File: src/sv/teq_pkg.sv
// Shared types and constants of the timer expiry queue.
package teq_pkg;

  localparam int NUM_TIMERS_DEF = 16;
  localparam int MAX_RESULTS    = 16;

  localparam int ID_W    = 8;
  localparam int DL_W    = 32;
  localparam int KIND_W  = 2;
  localparam int ENT_W   = ID_W + DL_W;
  localparam int NFIRE_W = $clog2(MAX_RESULTS + 1);

  localparam int PADDR_W = 3;
  localparam int PDATA_W = 32;
  localparam logic REG_ORDER_MODE = 1'b0;
  localparam logic ORDER_MODE_RST = 1'b1;

  localparam logic CMD_TICK = 1'b0;
  localparam logic CMD_ADD  = 1'b1;

  typedef enum logic [KIND_W-1:0] {
    KIND_ADD_OK,
    KIND_ADD_FULL,
    KIND_FIRED,
    KIND_NO_EXPIRY
  } kind_t;

  typedef enum logic [2:0] {
    ST_IDLE,
    ST_DISPATCH,
    ST_RD,
    ST_EV,
    ST_ADD_TAIL,
    ST_ADD_RESP,
    ST_TICK_FIN
  } state_t;

  typedef struct packed {
    logic load;
    logic rd;
    logic eval;
    logic tail;
    logic resp;
    logic fin;
  } teq_cmd_t;

  typedef struct packed {
    logic is_add;
    logic full;
    logic sorted;
    logic empty;
    logic scan_last;
    logic fire;
    logic pend_v;
    logic slot_free;
  } teq_stat_t;

endpackage

File: src/sv/teq_ram.sv
// Generic single write port, single read port RAM with registered read data.
module teq_ram
  #(parameter int W     = 8,
    parameter int DEPTH = 16)
  (input  logic                                       clk,
   input  logic                                       wr_en,
   input  logic [((DEPTH > 1) ? $clog2(DEPTH) : 1)-1:0] wr_addr,
   input  logic [W-1:0]                               wr_data,
   input  logic                                       rd_en,
   input  logic [((DEPTH > 1) ? $clog2(DEPTH) : 1)-1:0] rd_addr,
   output logic [W-1:0]                               rd_data);

  logic [W-1:0] mem_r [DEPTH];
  logic [W-1:0] rd_data_r;

  always_ff @(posedge clk) begin
    if (wr_en) begin
      mem_r[wr_addr] <= wr_data;
    end
    if (rd_en) begin
      rd_data_r <= mem_r[rd_addr];
    end
  end

  assign rd_data = rd_data_r;

endmodule

File: src/sv/teq_ctrl.sv
// Controller state machine that sequences add and tick passes over the timer table.
module teq_ctrl
  import teq_pkg::*;
  (input  logic      clk,
   input  logic      rst_n,
   input  logic      in_valid,
   output logic      in_stall,
   input  teq_stat_t stat,
   output teq_cmd_t  cmd);

  state_t state_r, state_nxt;
  logic   ev_go;

  assign ev_go = !(stat.fire && !stat.is_add && stat.pend_v && !stat.slot_free);

  always_ff @(posedge clk) begin
    if (!rst_n) begin
      state_r <= ST_IDLE;
    end else begin
      state_r <= state_nxt;
    end
  end

  always_comb begin
    state_nxt = state_r;
    case (state_r)
      ST_IDLE: begin
        if (in_valid) state_nxt = ST_DISPATCH;
      end
      ST_DISPATCH: begin
        if (stat.is_add) begin
          if (stat.full) state_nxt = ST_ADD_RESP;
          else if (stat.sorted && !stat.empty) state_nxt = ST_RD;
          else state_nxt = ST_ADD_TAIL;
        end else begin
          state_nxt = stat.empty ? ST_TICK_FIN : ST_RD;
        end
      end
      ST_RD: state_nxt = ST_EV;
      ST_EV: begin
        if (ev_go) begin
          if (stat.scan_last) state_nxt = stat.is_add ? ST_ADD_TAIL : ST_TICK_FIN;
          else state_nxt = ST_RD;
        end
      end
      ST_ADD_TAIL: state_nxt = ST_ADD_RESP;
      ST_ADD_RESP: begin
        if (stat.slot_free) state_nxt = ST_IDLE;
      end
      ST_TICK_FIN: begin
        if (stat.slot_free) state_nxt = ST_IDLE;
      end
      default: state_nxt = ST_IDLE;
    endcase
  end

  always_comb begin
    in_stall = 1'b1;
    cmd      = '0;
    case (state_r)
      ST_IDLE: begin
        in_stall = 1'b0;
        cmd.load = in_valid;
      end
      ST_RD:       cmd.rd   = 1'b1;
      ST_EV:       cmd.eval = ev_go;
      ST_ADD_TAIL: cmd.tail = 1'b1;
      ST_ADD_RESP: cmd.resp = stat.slot_free;
      ST_TICK_FIN: cmd.fin  = stat.slot_free;
      default: cmd = '0;
    endcase
  end

endmodule

File: src/sv/teq_dpath.sv
// Datapath holding the timer table, tick count, scan pointers and output register.
module teq_dpath
  import teq_pkg::*;
  #(parameter int NUM_TIMERS = NUM_TIMERS_DEF)
  (input  logic             clk,
   input  logic             rst_n,
   input  logic             order_mode,
   input  logic             in_command,
   input  logic [ID_W-1:0]  in_timer_id,
   input  logic [DL_W-1:0]  in_deadline,
   input  teq_cmd_t         cmd,
   output teq_stat_t        stat,
   output logic             out_valid,
   input  logic             out_stall,
   output logic [KIND_W-1:0] out_kind,
   output logic [ID_W-1:0]  out_fired_id,
   output logic [DL_W-1:0]  out_tick_value,
   output logic             out_last);

  localparam int CW = $clog2(NUM_TIMERS + 1);
  localparam int AW = (NUM_TIMERS > 1) ? $clog2(NUM_TIMERS) : 1;

  logic             cmd_r;
  logic [ID_W-1:0]  id_r;
  logic [DL_W-1:0]  dl_r;
  logic             rej_r;
  logic [DL_W-1:0]  tick_r, tick_nxt;
  logic [CW-1:0]    count_r, count_nxt;
  logic [CW-1:0]    idx_r, idx_nxt;
  logic [CW-1:0]    keep_r, keep_nxt;
  logic [NFIRE_W-1:0] nfire_r, nfire_nxt;
  logic             ins_r, ins_nxt;
  logic [ENT_W-1:0] carry_r, carry_nxt;
  logic             pend_v_r, pend_v_nxt;
  logic [ID_W-1:0]  pend_tag_r, pend_tag_nxt;

  logic             out_valid_r, out_valid_nxt;
  kind_t            out_kind_r, out_kind_nxt;
  logic [ID_W-1:0]  out_id_r, out_id_nxt;
  logic [DL_W-1:0]  out_tick_r, out_tick_nxt;
  logic             out_last_r, out_last_nxt;

  logic             wr_en;
  logic [AW-1:0]    wr_addr;
  logic [ENT_W-1:0] wr_data;
  logic [ENT_W-1:0] rd_data;
  logic [DL_W-1:0]  ent_dl;
  logic [ID_W-1:0]  ent_tag;
  logic [ENT_W-1:0] new_ent;
  logic             ins_hit;
  logic             fire;
  logic             slot_free;
  logic             push;

  teq_ram #(.W(ENT_W), .DEPTH(NUM_TIMERS)) u_ram (
    .clk     (clk),
    .wr_en   (wr_en),
    .wr_addr (wr_addr),
    .wr_data (wr_data),
    .rd_en   (cmd.rd),
    .rd_addr (idx_r[AW-1:0]),
    .rd_data (rd_data));

  assign ent_dl    = rd_data[DL_W-1:0];
  assign ent_tag   = rd_data[ENT_W-1:DL_W];
  assign new_ent   = {id_r, dl_r};
  assign ins_hit   = !ins_r && (dl_r <= ent_dl);
  assign fire      = (ent_dl <= tick_r) && (nfire_r < NFIRE_W'(MAX_RESULTS));
  assign slot_free = !out_valid_r || !out_stall;

  assign stat.is_add    = (cmd_r == CMD_ADD);
  assign stat.full      = (count_r == CW'(NUM_TIMERS));
  assign stat.sorted    = order_mode;
  assign stat.empty     = (count_r == '0);
  assign stat.scan_last = ((idx_r + CW'(1)) == count_r);
  assign stat.fire      = fire;
  assign stat.pend_v    = pend_v_r;
  assign stat.slot_free = slot_free;

  always_comb begin
    tick_nxt     = tick_r;
    count_nxt    = count_r;
    idx_nxt      = idx_r;
    keep_nxt     = keep_r;
    nfire_nxt    = nfire_r;
    ins_nxt      = ins_r;
    carry_nxt    = carry_r;
    pend_v_nxt   = pend_v_r;
    pend_tag_nxt = pend_tag_r;
    wr_en        = 1'b0;
    wr_addr      = idx_r[AW-1:0];
    wr_data      = new_ent;
    push         = 1'b0;
    out_kind_nxt = out_kind_r;
    out_id_nxt   = out_id_r;
    out_tick_nxt = out_tick_r;
    out_last_nxt = out_last_r;

    if (cmd.load) begin
      if (in_command == CMD_TICK) begin
        tick_nxt = tick_r + DL_W'(1);
      end
      idx_nxt    = '0;
      keep_nxt   = '0;
      nfire_nxt  = '0;
      ins_nxt    = 1'b0;
      pend_v_nxt = 1'b0;
    end

    if (cmd.eval) begin
      idx_nxt = idx_r + CW'(1);
      if (cmd_r == CMD_ADD) begin
        if (ins_hit) begin
          wr_en     = 1'b1;
          wr_data   = new_ent;
          carry_nxt = rd_data;
          ins_nxt   = 1'b1;
        end else if (ins_r) begin
          wr_en     = 1'b1;
          wr_data   = carry_r;
          carry_nxt = rd_data;
        end
      end else if (fire) begin
        if (pend_v_r) begin
          push         = 1'b1;
          out_kind_nxt = KIND_FIRED;
          out_id_nxt   = pend_tag_r;
          out_tick_nxt = tick_r;
          out_last_nxt = 1'b0;
        end
        pend_v_nxt   = 1'b1;
        pend_tag_nxt = ent_tag;
        nfire_nxt    = nfire_r + NFIRE_W'(1);
      end else begin
        wr_en    = 1'b1;
        wr_addr  = keep_r[AW-1:0];
        wr_data  = rd_data;
        keep_nxt = keep_r + CW'(1);
      end
    end

    if (cmd.tail) begin
      wr_en     = 1'b1;
      wr_addr   = count_r[AW-1:0];
      wr_data   = ins_r ? carry_r : new_ent;
      count_nxt = count_r + CW'(1);
    end

    if (cmd.resp) begin
      push         = 1'b1;
      out_tick_nxt = tick_r;
      out_last_nxt = 1'b1;
      if (rej_r) begin
        out_kind_nxt = KIND_ADD_FULL;
        out_id_nxt   = '0;
      end else begin
        out_kind_nxt = KIND_ADD_OK;
        out_id_nxt   = id_r;
      end
    end

    if (cmd.fin) begin
      push         = 1'b1;
      count_nxt    = keep_r;
      out_tick_nxt = tick_r;
      out_last_nxt = 1'b1;
      if (pend_v_r) begin
        out_kind_nxt = KIND_FIRED;
        out_id_nxt   = pend_tag_r;
      end else begin
        out_kind_nxt = KIND_NO_EXPIRY;
        out_id_nxt   = '0;
      end
    end

    out_valid_nxt = push || (out_valid_r && out_stall);
  end

  always_ff @(posedge clk) begin
    if (!rst_n) begin
      tick_r      <= '0;
      count_r     <= '0;
      idx_r       <= '0;
      keep_r      <= '0;
      nfire_r     <= '0;
      ins_r       <= 1'b0;
      pend_v_r    <= 1'b0;
      out_valid_r <= 1'b0;
    end else begin
      tick_r      <= tick_nxt;
      count_r     <= count_nxt;
      idx_r       <= idx_nxt;
      keep_r      <= keep_nxt;
      nfire_r     <= nfire_nxt;
      ins_r       <= ins_nxt;
      pend_v_r    <= pend_v_nxt;
      out_valid_r <= out_valid_nxt;
    end
  end

  always_ff @(posedge clk) begin
    if (cmd.load) begin
      cmd_r <= in_command;
      id_r  <= in_timer_id;
      dl_r  <= in_deadline;
      rej_r <= (count_r == CW'(NUM_TIMERS));
    end
    carry_r    <= carry_nxt;
    pend_tag_r <= pend_tag_nxt;
    out_kind_r <= out_kind_nxt;
    out_id_r   <= out_id_nxt;
    out_tick_r <= out_tick_nxt;
    out_last_r <= out_last_nxt;
  end

  assign out_valid      = out_valid_r;
  assign out_kind       = out_kind_r;
  assign out_fired_id   = out_id_r;
  assign out_tick_value = out_tick_r;
  assign out_last       = out_last_r;

endmodule

File: src/sv/timer_expiry_queue_core.sv
// Top level of the timer expiry queue: configuration register, controller and datapath.
//
// The input channel takes one word per command: a tick (in_command = 0) or an add of
// timer in_timer_id with absolute deadline in_deadline (in_command = 1). The output
// channel returns one word per result; out_last marks the final word of a command.
// A tick returns one word per fired timer, or a single no-expiry word. An add returns
// one acknowledge or table-full word. One command is processed at a time.
// An add in plain mode or into an empty table writes the new entry at the tail with no
// scan; a sorted add and a tick scan all N stored timers, each entry being read and then
// evaluated through the single read port of the table RAM. A new command is accepted
// the cycle after the last result is loaded into the output register, even while that
// word still waits. When the receiver stalls, the output word holds and the scan pauses
// at the next entry that needs an output slot. Reset empties the table, clears the tick
// count and sets order_mode to sorted; table contents are not cleared. The order_mode
// register answers at byte addresses 0 to 3 of the configuration port.
module timer_expiry_queue_core
  import teq_pkg::*;
  #(parameter int NUM_TIMERS = NUM_TIMERS_DEF)
  (input  logic               clk,
   input  logic               rst_n,
   input  logic               in_valid,
   output logic               in_stall,
   input  logic               in_command,
   input  logic [ID_W-1:0]    in_timer_id,
   input  logic [DL_W-1:0]    in_deadline,
   output logic               out_valid,
   input  logic               out_stall,
   output logic [KIND_W-1:0]  out_kind,
   output logic [ID_W-1:0]    out_fired_id,
   output logic [DL_W-1:0]    out_tick_value,
   output logic               out_last,
   input  logic               psel,
   input  logic               penable,
   input  logic               pwrite,
   input  logic [PADDR_W-1:0] paddr,
   input  logic [PDATA_W-1:0] pwdata,
   output logic [PDATA_W-1:0] prdata,
   output logic               pready);

  logic      order_mode_r;
  logic      cfg_wr;
  teq_cmd_t  cmd;
  teq_stat_t stat;

  assign pready = 1'b1;
  assign cfg_wr = psel && penable && pwrite && (paddr[PADDR_W-1] == REG_ORDER_MODE);

  always_ff @(posedge clk) begin
    if (!rst_n) begin
      order_mode_r <= ORDER_MODE_RST;
    end else if (cfg_wr) begin
      order_mode_r <= pwdata[0];
    end
  end

  assign prdata = (paddr[PADDR_W-1] == REG_ORDER_MODE) ?
                  {{(PDATA_W-1){1'b0}}, order_mode_r} : '0;

  teq_ctrl u_ctrl (
    .clk      (clk),
    .rst_n    (rst_n),
    .in_valid (in_valid),
    .in_stall (in_stall),
    .stat     (stat),
    .cmd      (cmd));

  teq_dpath #(.NUM_TIMERS(NUM_TIMERS)) u_dpath (
    .clk            (clk),
    .rst_n          (rst_n),
    .order_mode     (order_mode_r),
    .in_command     (in_command),
    .in_timer_id    (in_timer_id),
    .in_deadline    (in_deadline),
    .cmd            (cmd),
    .stat           (stat),
    .out_valid      (out_valid),
    .out_stall      (out_stall),
    .out_kind       (out_kind),
    .out_fired_id   (out_fired_id),
    .out_tick_value (out_tick_value),
    .out_last       (out_last));

endmodule

File: config.mk
export PLATFORM = sky130hd
export DESIGN_NAME = timer_expiry_queue_core
export DESIGN_NICKNAME = d
export VERILOG_FILES = /design/src/sv/teq_pkg.sv /design/src/sv/teq_ram.sv /design/src/sv/teq_ctrl.sv /design/src/sv/teq_dpath.sv /design/src/sv/timer_expiry_queue_core.sv
export SDC_FILE = /design/constraint.sdc
export NUM_CORES = 1
export LEC_CHECK = 0
export BUFFER_PORTS_ARGS = -buffer_cell sky130_fd_sc_hd__buf_2
export CORE_MARGIN = 2
export CORE_UTILIZATION = 49
export CTS_CLUSTER_SIZE = 14
export DETAILED_ROUTE_END_ITERATION = 7
export GPL_TIMING_DRIVEN = 0
export PLACE_DENSITY = 0.66
export RECOVER_POWER = 50
export SLEW_MARGIN = 20
export SYNTH_ARGS = -nofsm -noshare
export SYNTH_HDL_FRONTEND = slang
export SYNTH_SLANG_ARGS = --single-unit
File: constraint.sdc
create_clock -name clk -period 9.1 [get_ports clk]
set_clock_uncertainty 0.2 [all_clocks]
set_input_delay 0.455 -clock clk [delete_from_list [all_inputs] [get_ports clk]]
set_output_delay 0.455 -clock clk [all_outputs]
set_load 0.03 [all_outputs]
# Word level (Yosys, flattened, before mapping)
# Memory sizes are Yosys's and may differ from the RTL's. A register that Yosys moved wholly into a read port is not among the register bits.
# Index checks and enable logic that the tools add are counted.
# word_totals
in_bits,83
latchBits,0
n_memories,1
wordCells,165
ramBits,640
reg_bits,192
out_inout_bits,78
rom_bits,0
# op_classes
div_mod_pow,0
muxes,86
n_addsub,5
bitwise,3
n_reduce_logical,35
n_lt_le_gt_ge,3
multipliers,0
eq_ne,12
n_shift,0
# memory_table
memory,depth,width,read_ports,rd_ports_with_merged_regs,write_ports,line_no,source
u_dpath.u_ram.mem_r,16,40,1,1,1,teq_ram.sv:13,logic [W-1:0] mem_r [DEPTH];
# op_table
operator,n
two-way mux 40 bit,8
two-way mux 32 bit,6
less-or-equal comparator 32 bit,2
two-way mux 8 bit,8
two-way mux 5 bit,12
adder 32 x 1 -> 32 bit (second input constant),1
two-way mux 1 bit,32
two-way mux 3 bit,8
adder 5 x 1 -> 5 bit (second input constant),4
case mux 3 bit (6 select lines),1
two-way mux 4 bit,4
two-way mux 2 bit,7
logical AND 1 bit,10
equality test 3 bit (second input constant),3
AND reduction 3 bit,3
nonzero test 3 bit,3
AND reduction 4 bit,2
logical NOT 1 bit,7
equality test 3 x 2 -> 1 bit (second input constant),2
nonzero test 2 bit,3
equality test 5 bit,1
equality test 5 bit (second input constant),1
logical NOT 5 bit,1
< comparator 5 bit (second input constant),1
9 further kinds,14

# Logic depth before layout (Yosys ltp)
# logic_depth
ltp_word,11
mapped_depth,12
mapped_depth_nobuf,11

# Cells and area by module
# From an unflattened synthesis, not the netlist that was laid out.
# hier_totals
hier_cells,2075
area_unflattened_um2,36293.6
# by_module_without_submodules
mod,seq_area_each_um2,n_inst,area_per_inst_um2,cells_each
teq_ram,20419.6,1,25530.7,1040
teq_dpath,5084.9,1,10093.4,951
teq_ctrl,60.1,1,349.1,44
timer_expiry_queue_core,20.0,1,320.3,40

# Worst setup path before layout
# No wires, ideal clock.
# synth_path
path_kind,reg-to-reg
start,"register u_dpath.u_ram.rd_data_r[27], in the netlist u_dpath.u_ram.rd_data[27], read port of u_dpath.u_ram.mem_r"
end,memory u_dpath.u_ram.mem_r[0][0] (netlist bit) (enable)
stages_incl_launch_ff,10
t_arrival_ps,6180
slack_ps,2181
n_path_buf,1
synth_period_minus_slack_ps,6919
required_time_ps,8361
setup_time_ps,539
cell_sequence,edfxtp_1 > ha_1 > nand4_1 > nor4_2 > o311a_1 > o21bai_1 > buf_2 > a221oi_1 > o2111ai_1 > nor4_1
# synth_between
elab_chain_cells,11
elab_cells_between_ends,20
cone_classes,2 x order compare; 12 x mux; 6 x reduce/logical
# synth_lines
element,line_no,source
from (decl),teq_ram.sv:14,logic [W-1:0] rd_data_r;
less-or-equal comparator 32 bit,teq_dpath.sv:68,assign fire = (ent_dl <= tick_r) && (nfire_r < NFIRE_W'(MAX_RESULTS));
logical AND 1 bit,teq_dpath.sv:68,
logical AND 1 bit (3 in series),teq_ctrl.sv:14,assign ev_go = !(stat.fire && !stat.is_add && stat.pend_v && !stat.slot_free);
logical NOT 1 bit,teq_ctrl.sv:14,
two-way mux 1 bit,teq_ctrl.sv:60,case (state_r)
two-way mux 1 bit,teq_dpath.sv:110,if (cmd.eval) begin
two-way mux 1 bit,teq_dpath.sv:142,if (cmd.tail) begin
two-way mux 1 bit,teq_ram.sv:17,if (wr_en) begin
two-way mux 1 bit (implied by the code),teq_ram.sv:18,mem_r[wr_addr] <= wr_data;
to (decl),teq_ram.sv:13,
# Parallel ways exist; a longest one is shown, timed or not.

# Final worst setup path
# layout_path
start,"register u_dpath.u_ram.rd_data_r[30], in the netlist u_dpath.u_ram.rd_data[30], read port of u_dpath.u_ram.mem_r"
end,memory u_dpath.u_ram.mem_r[15][21] (netlist bit) (enable)
# Same word-level chain as after synthesis.

==> key figures <==
Outcome
  • Status: complete, but fails checks
  • Failing checks: max-capacitance violations, max-slew violations

Cells and area
  • Share of layout cells above drive strength 1: 0.233
  • Most frequent cells in the layout: edfxtp_1, mux4_2, clkbuf_1
  • Area grow syn2layout: 16.7%
  • Fin cells: roughly 3,400
  • Final instance area: roughly 41,000 µm²
  • Antenna diode count: 0
  • Nets@finish: about 2,500
  • Commonest non-fill, non-tap cell in the layout: edfxtp_1
  • FILL cells: between 5,000 and 6,000

Clock tree
  • Post_cts resized: 0
  • Clock root cell: clkbuf_16
  • Clock Path Buffers: 3
  • Hold_buf cts: between 40 and 50
  • Worst-Skew Late Latency: approximately 650 ps
  • Num CTS Buffers: 88
  • Clock slew at reported path FFs: 60 ps
  • CTS tree: done
  • Setup bufs post-CTS: 0
  • H-tree levels: 3
  • CTS sink count: 872

STA
  • Pin slew with the least headroom to its limit: 2530 ps
  • Post-route minimum period: 6470 ps
  • Max Slew Vio Count: 85
  • Rel. slew slack: -0.695
  • Hold WS: 50.6 ps
  • Final period util: 0.711
  • Unrepaired setup endpoints after global routing: no
  • Fmax: 0.155 GHz
  • Final setup violation count: 0
  • Slack of the critical path: around 2600 ps
  • Final Hold Fails: 0

Setup path
  • CP required: slightly above 9000 ps
  • Critical path type: register to register
  • CP Data Arrival Time: approximately 6600 ps
  • Worst-path fanout max: 10
  • Flop2flop setup slack: 2630 ps
  • Setup crit start kind: register
  • R2R cell count: 14
  • R2R Path Start: u_dpath.u_ram.rd_data[30]
  • Setup crit end kind: register
  • R2R Path End: u_dpath.u_ram.mem_r[15][21]

Placed design
  • Area after DPL: 38,300 µm²
  • GPL Wtd Cong: 0.874
  • Number of instances in the placed design: 3,141
  • Dpl hpwl: around 64 mm
  • Pre-CTS setup slack: 3560 ps
  • IO buf count: 95

Logic synthesis
  • YS warnings: 0
  • Register area share after synthesis: 0.723
  • Async S/R FF share, synth: 0
  • Syn_area_per_cell: between 15 and 20 µm²
  • Synth unique cells: just over 70
  • Post-Syn Instances: 1,901
  • EDFF count, synth: 812
  • Most used flip-flop cell after synthesis: edfxtp_1
  • Mapped Area: 35,400 µm²
  • Number of synthesized register bits: 872

Route
  • TritonRoute pass-1 iters: 5
  • ANT nets after route: 0
  • Remaining DRCs: 0
  • Vias per cell: between 5 and 6
  • WL/cell: 27.0 µm
  • Vias post-DR: approximately 20,000
  • Number of DRC markers in iteration 0: 2,601
  • DRT Wirelength: 90.4 mm

Power
  • Leakage: 0.0137 µW
  • Pwr/cell area: 264 nW/µm²
  • Worst vdd ir: between 0.00015 and 0.0002 V

Die
  • Core footprint: 71,500 µm²
  • Initial Util: 0.495
  • Die width: 273 µm
  • Full die area: 74,400 µm²
  • Num ports: roughly 160
  • Chip height: 273 µm
  • Row cnt: 98

Global route
  • Largest net degree at the start of global routing: 47
  • Initial antenna violation count: 1
  • Vias in the first global route: 19,843
  • First-pass GRT wire length: 130 mm
  • All-layer global routing usage: 0.244
  • GRT overflow: 0

Hold path
  • Hold wc startpoint: in_valid
  • WHS Path Cells: 4
  • Min-delay worst type: input port to register
  • Sink of the worst hold path: u_ctrl.state_r[1]

Flow run
  • Max Cap Viol: 4
-- area by class of cell --
type	instances	area, µm²	share of cell area
Multi-Input combinational cell	855	9030	0.218
Inverter	87	328	0.00793
Buffer	117	577	0.0140
Timing Repair Buffer	308	1730	0.0419
Sequential cell	872	25600	0.619
Tap cell	950	1190	0.0288
Clock buffer	118	2450	0.0593
Clock inverter	44	445	0.0108
-- cells by family after synthesis --
group | count (synthesis) | share of synthesized area
muxes | 243 | 0.140
other | 2 | 0.000212
adders and majority gates | 70 | 0.0247
AOI/OAI and AO/OA | 230 | 0.0431
xor gates and xnor gates | 37 | 0.00915
and+or+nand+nor | 243 | 0.0351
buffers and inverters | 204 | 0.0256
DFF | 872 | 0.723
-- metal layers --
layer,GRT usage,routed length (µm),up-vias
met5,0,0,-
met4,0.0860,2650,0
met3,0.0443,8390,147
met2,0.406,44600,1035
met1,0.325,34700,10213
li1,-,-,8517
-- Yosys cell counts (all sizes together) (3+ instances only) --
library cell,number,area share
a211oi,11,0.0023
a21o,10,0.0021
a21oi,54,0.0076
a22o,7,0.0017
a22oi,35,0.0074
a31o,3,0.00074
a31oi,8,0.0014
a32oi,6,0.0015
a41oi,4,0.00099
and2,9,0.0016
and3,4,0.00074
buf,54,0.0097
clkbuf,63,0.0067
dfxtp,60,0.034
edfxtp,812,0.69
ha,70,0.025
inv,86,0.0091
mux2,5,0.0016
mux2i,38,0.011
mux4,200,0.13
nand2,51,0.0056
nand2b,3,0.00053
nand3,23,0.0033
nand4,24,0.0042
nor2,70,0.0076
nor2b,5,0.00088
nor3,17,0.0030
nor4,19,0.0035
o2111ai,3,0.00074
o21a,5,0.0011
o21ai,31,0.0044
o21bai,3,0.00064
o22ai,31,0.0055
or3,6,0.0011
xnor2,34,0.0084
xor2,3,0.00074
-- critical path, cell delays in order, from the launching register on --
cell and delay (ps):
edfxtp_1 500, ha_1 370, nand4_1 170, nor4_1 970, a211o_1 390, o21bai_1 150, clkbuf_1 350, a221o_1 450
a32o_1 310, nor4_1 940, clkbuf_1 420, buf_4 270, buf_4 200, buf_2 210, buf_2 240
-- how the worst max path moves through the flow --
stage,start,end,cells after the start
2_1_floorplan,u_dpath.u_ram.rd_data[27],u_dpath.u_ram.mem_r[0][0],9
3_3_place_gp,u_dpath.u_ram.rd_data[27],u_dpath.u_ram.mem_r[8][21],9
3_5_place_dp,u_dpath.u_ram.rd_data[27],u_dpath.u_ram.mem_r[4][30],13
4_1_cts,u_dpath.u_ram.rd_data[27],u_dpath.u_ram.mem_r[14][21],15
5_1_grt,u_dpath.u_ram.rd_data[30],u_dpath.u_ram.mem_r[14][21],14
6_report,u_dpath.u_ram.rd_data[30],u_dpath.u_ram.mem_r[15][21],14
-- registers in the layout, indices dropped and copies added, names as in the netlist, 8 cells and up --
register,cells
u_dpath.out_fired_id,8
u_dpath.id_r,8
u_dpath.pend_tag_r,8
u_dpath.tick_r,32
u_dpath.u_ram.rd_data,40
u_dpath.u_ram.mem_r,640
u_dpath.dl_r,32
u_dpath.carry_r,40
u_dpath.out_tick_value,32
-- report_power, final --
group          switching (µW)  total, µW  leakage [µW]  internal (µW)
Combinational            1340       1890       0.00442            550
Clock                    1490       3630       0.00142           2140
Sequential                198       5410       0.00784           5210
-- stage by stage --
step	util	total power, µW	setup TNS [ps]
6_report	0.578	10900	0
5_1_grt	0.578	11300	0
4_1_cts	0.583	11000	0
3_5_place_dp	0.536	7380	0
3_3_place_gp	0.520	7250	-2650100
2_1_floorplan	-	6600	0
Power figures use the tool's default switching activity.
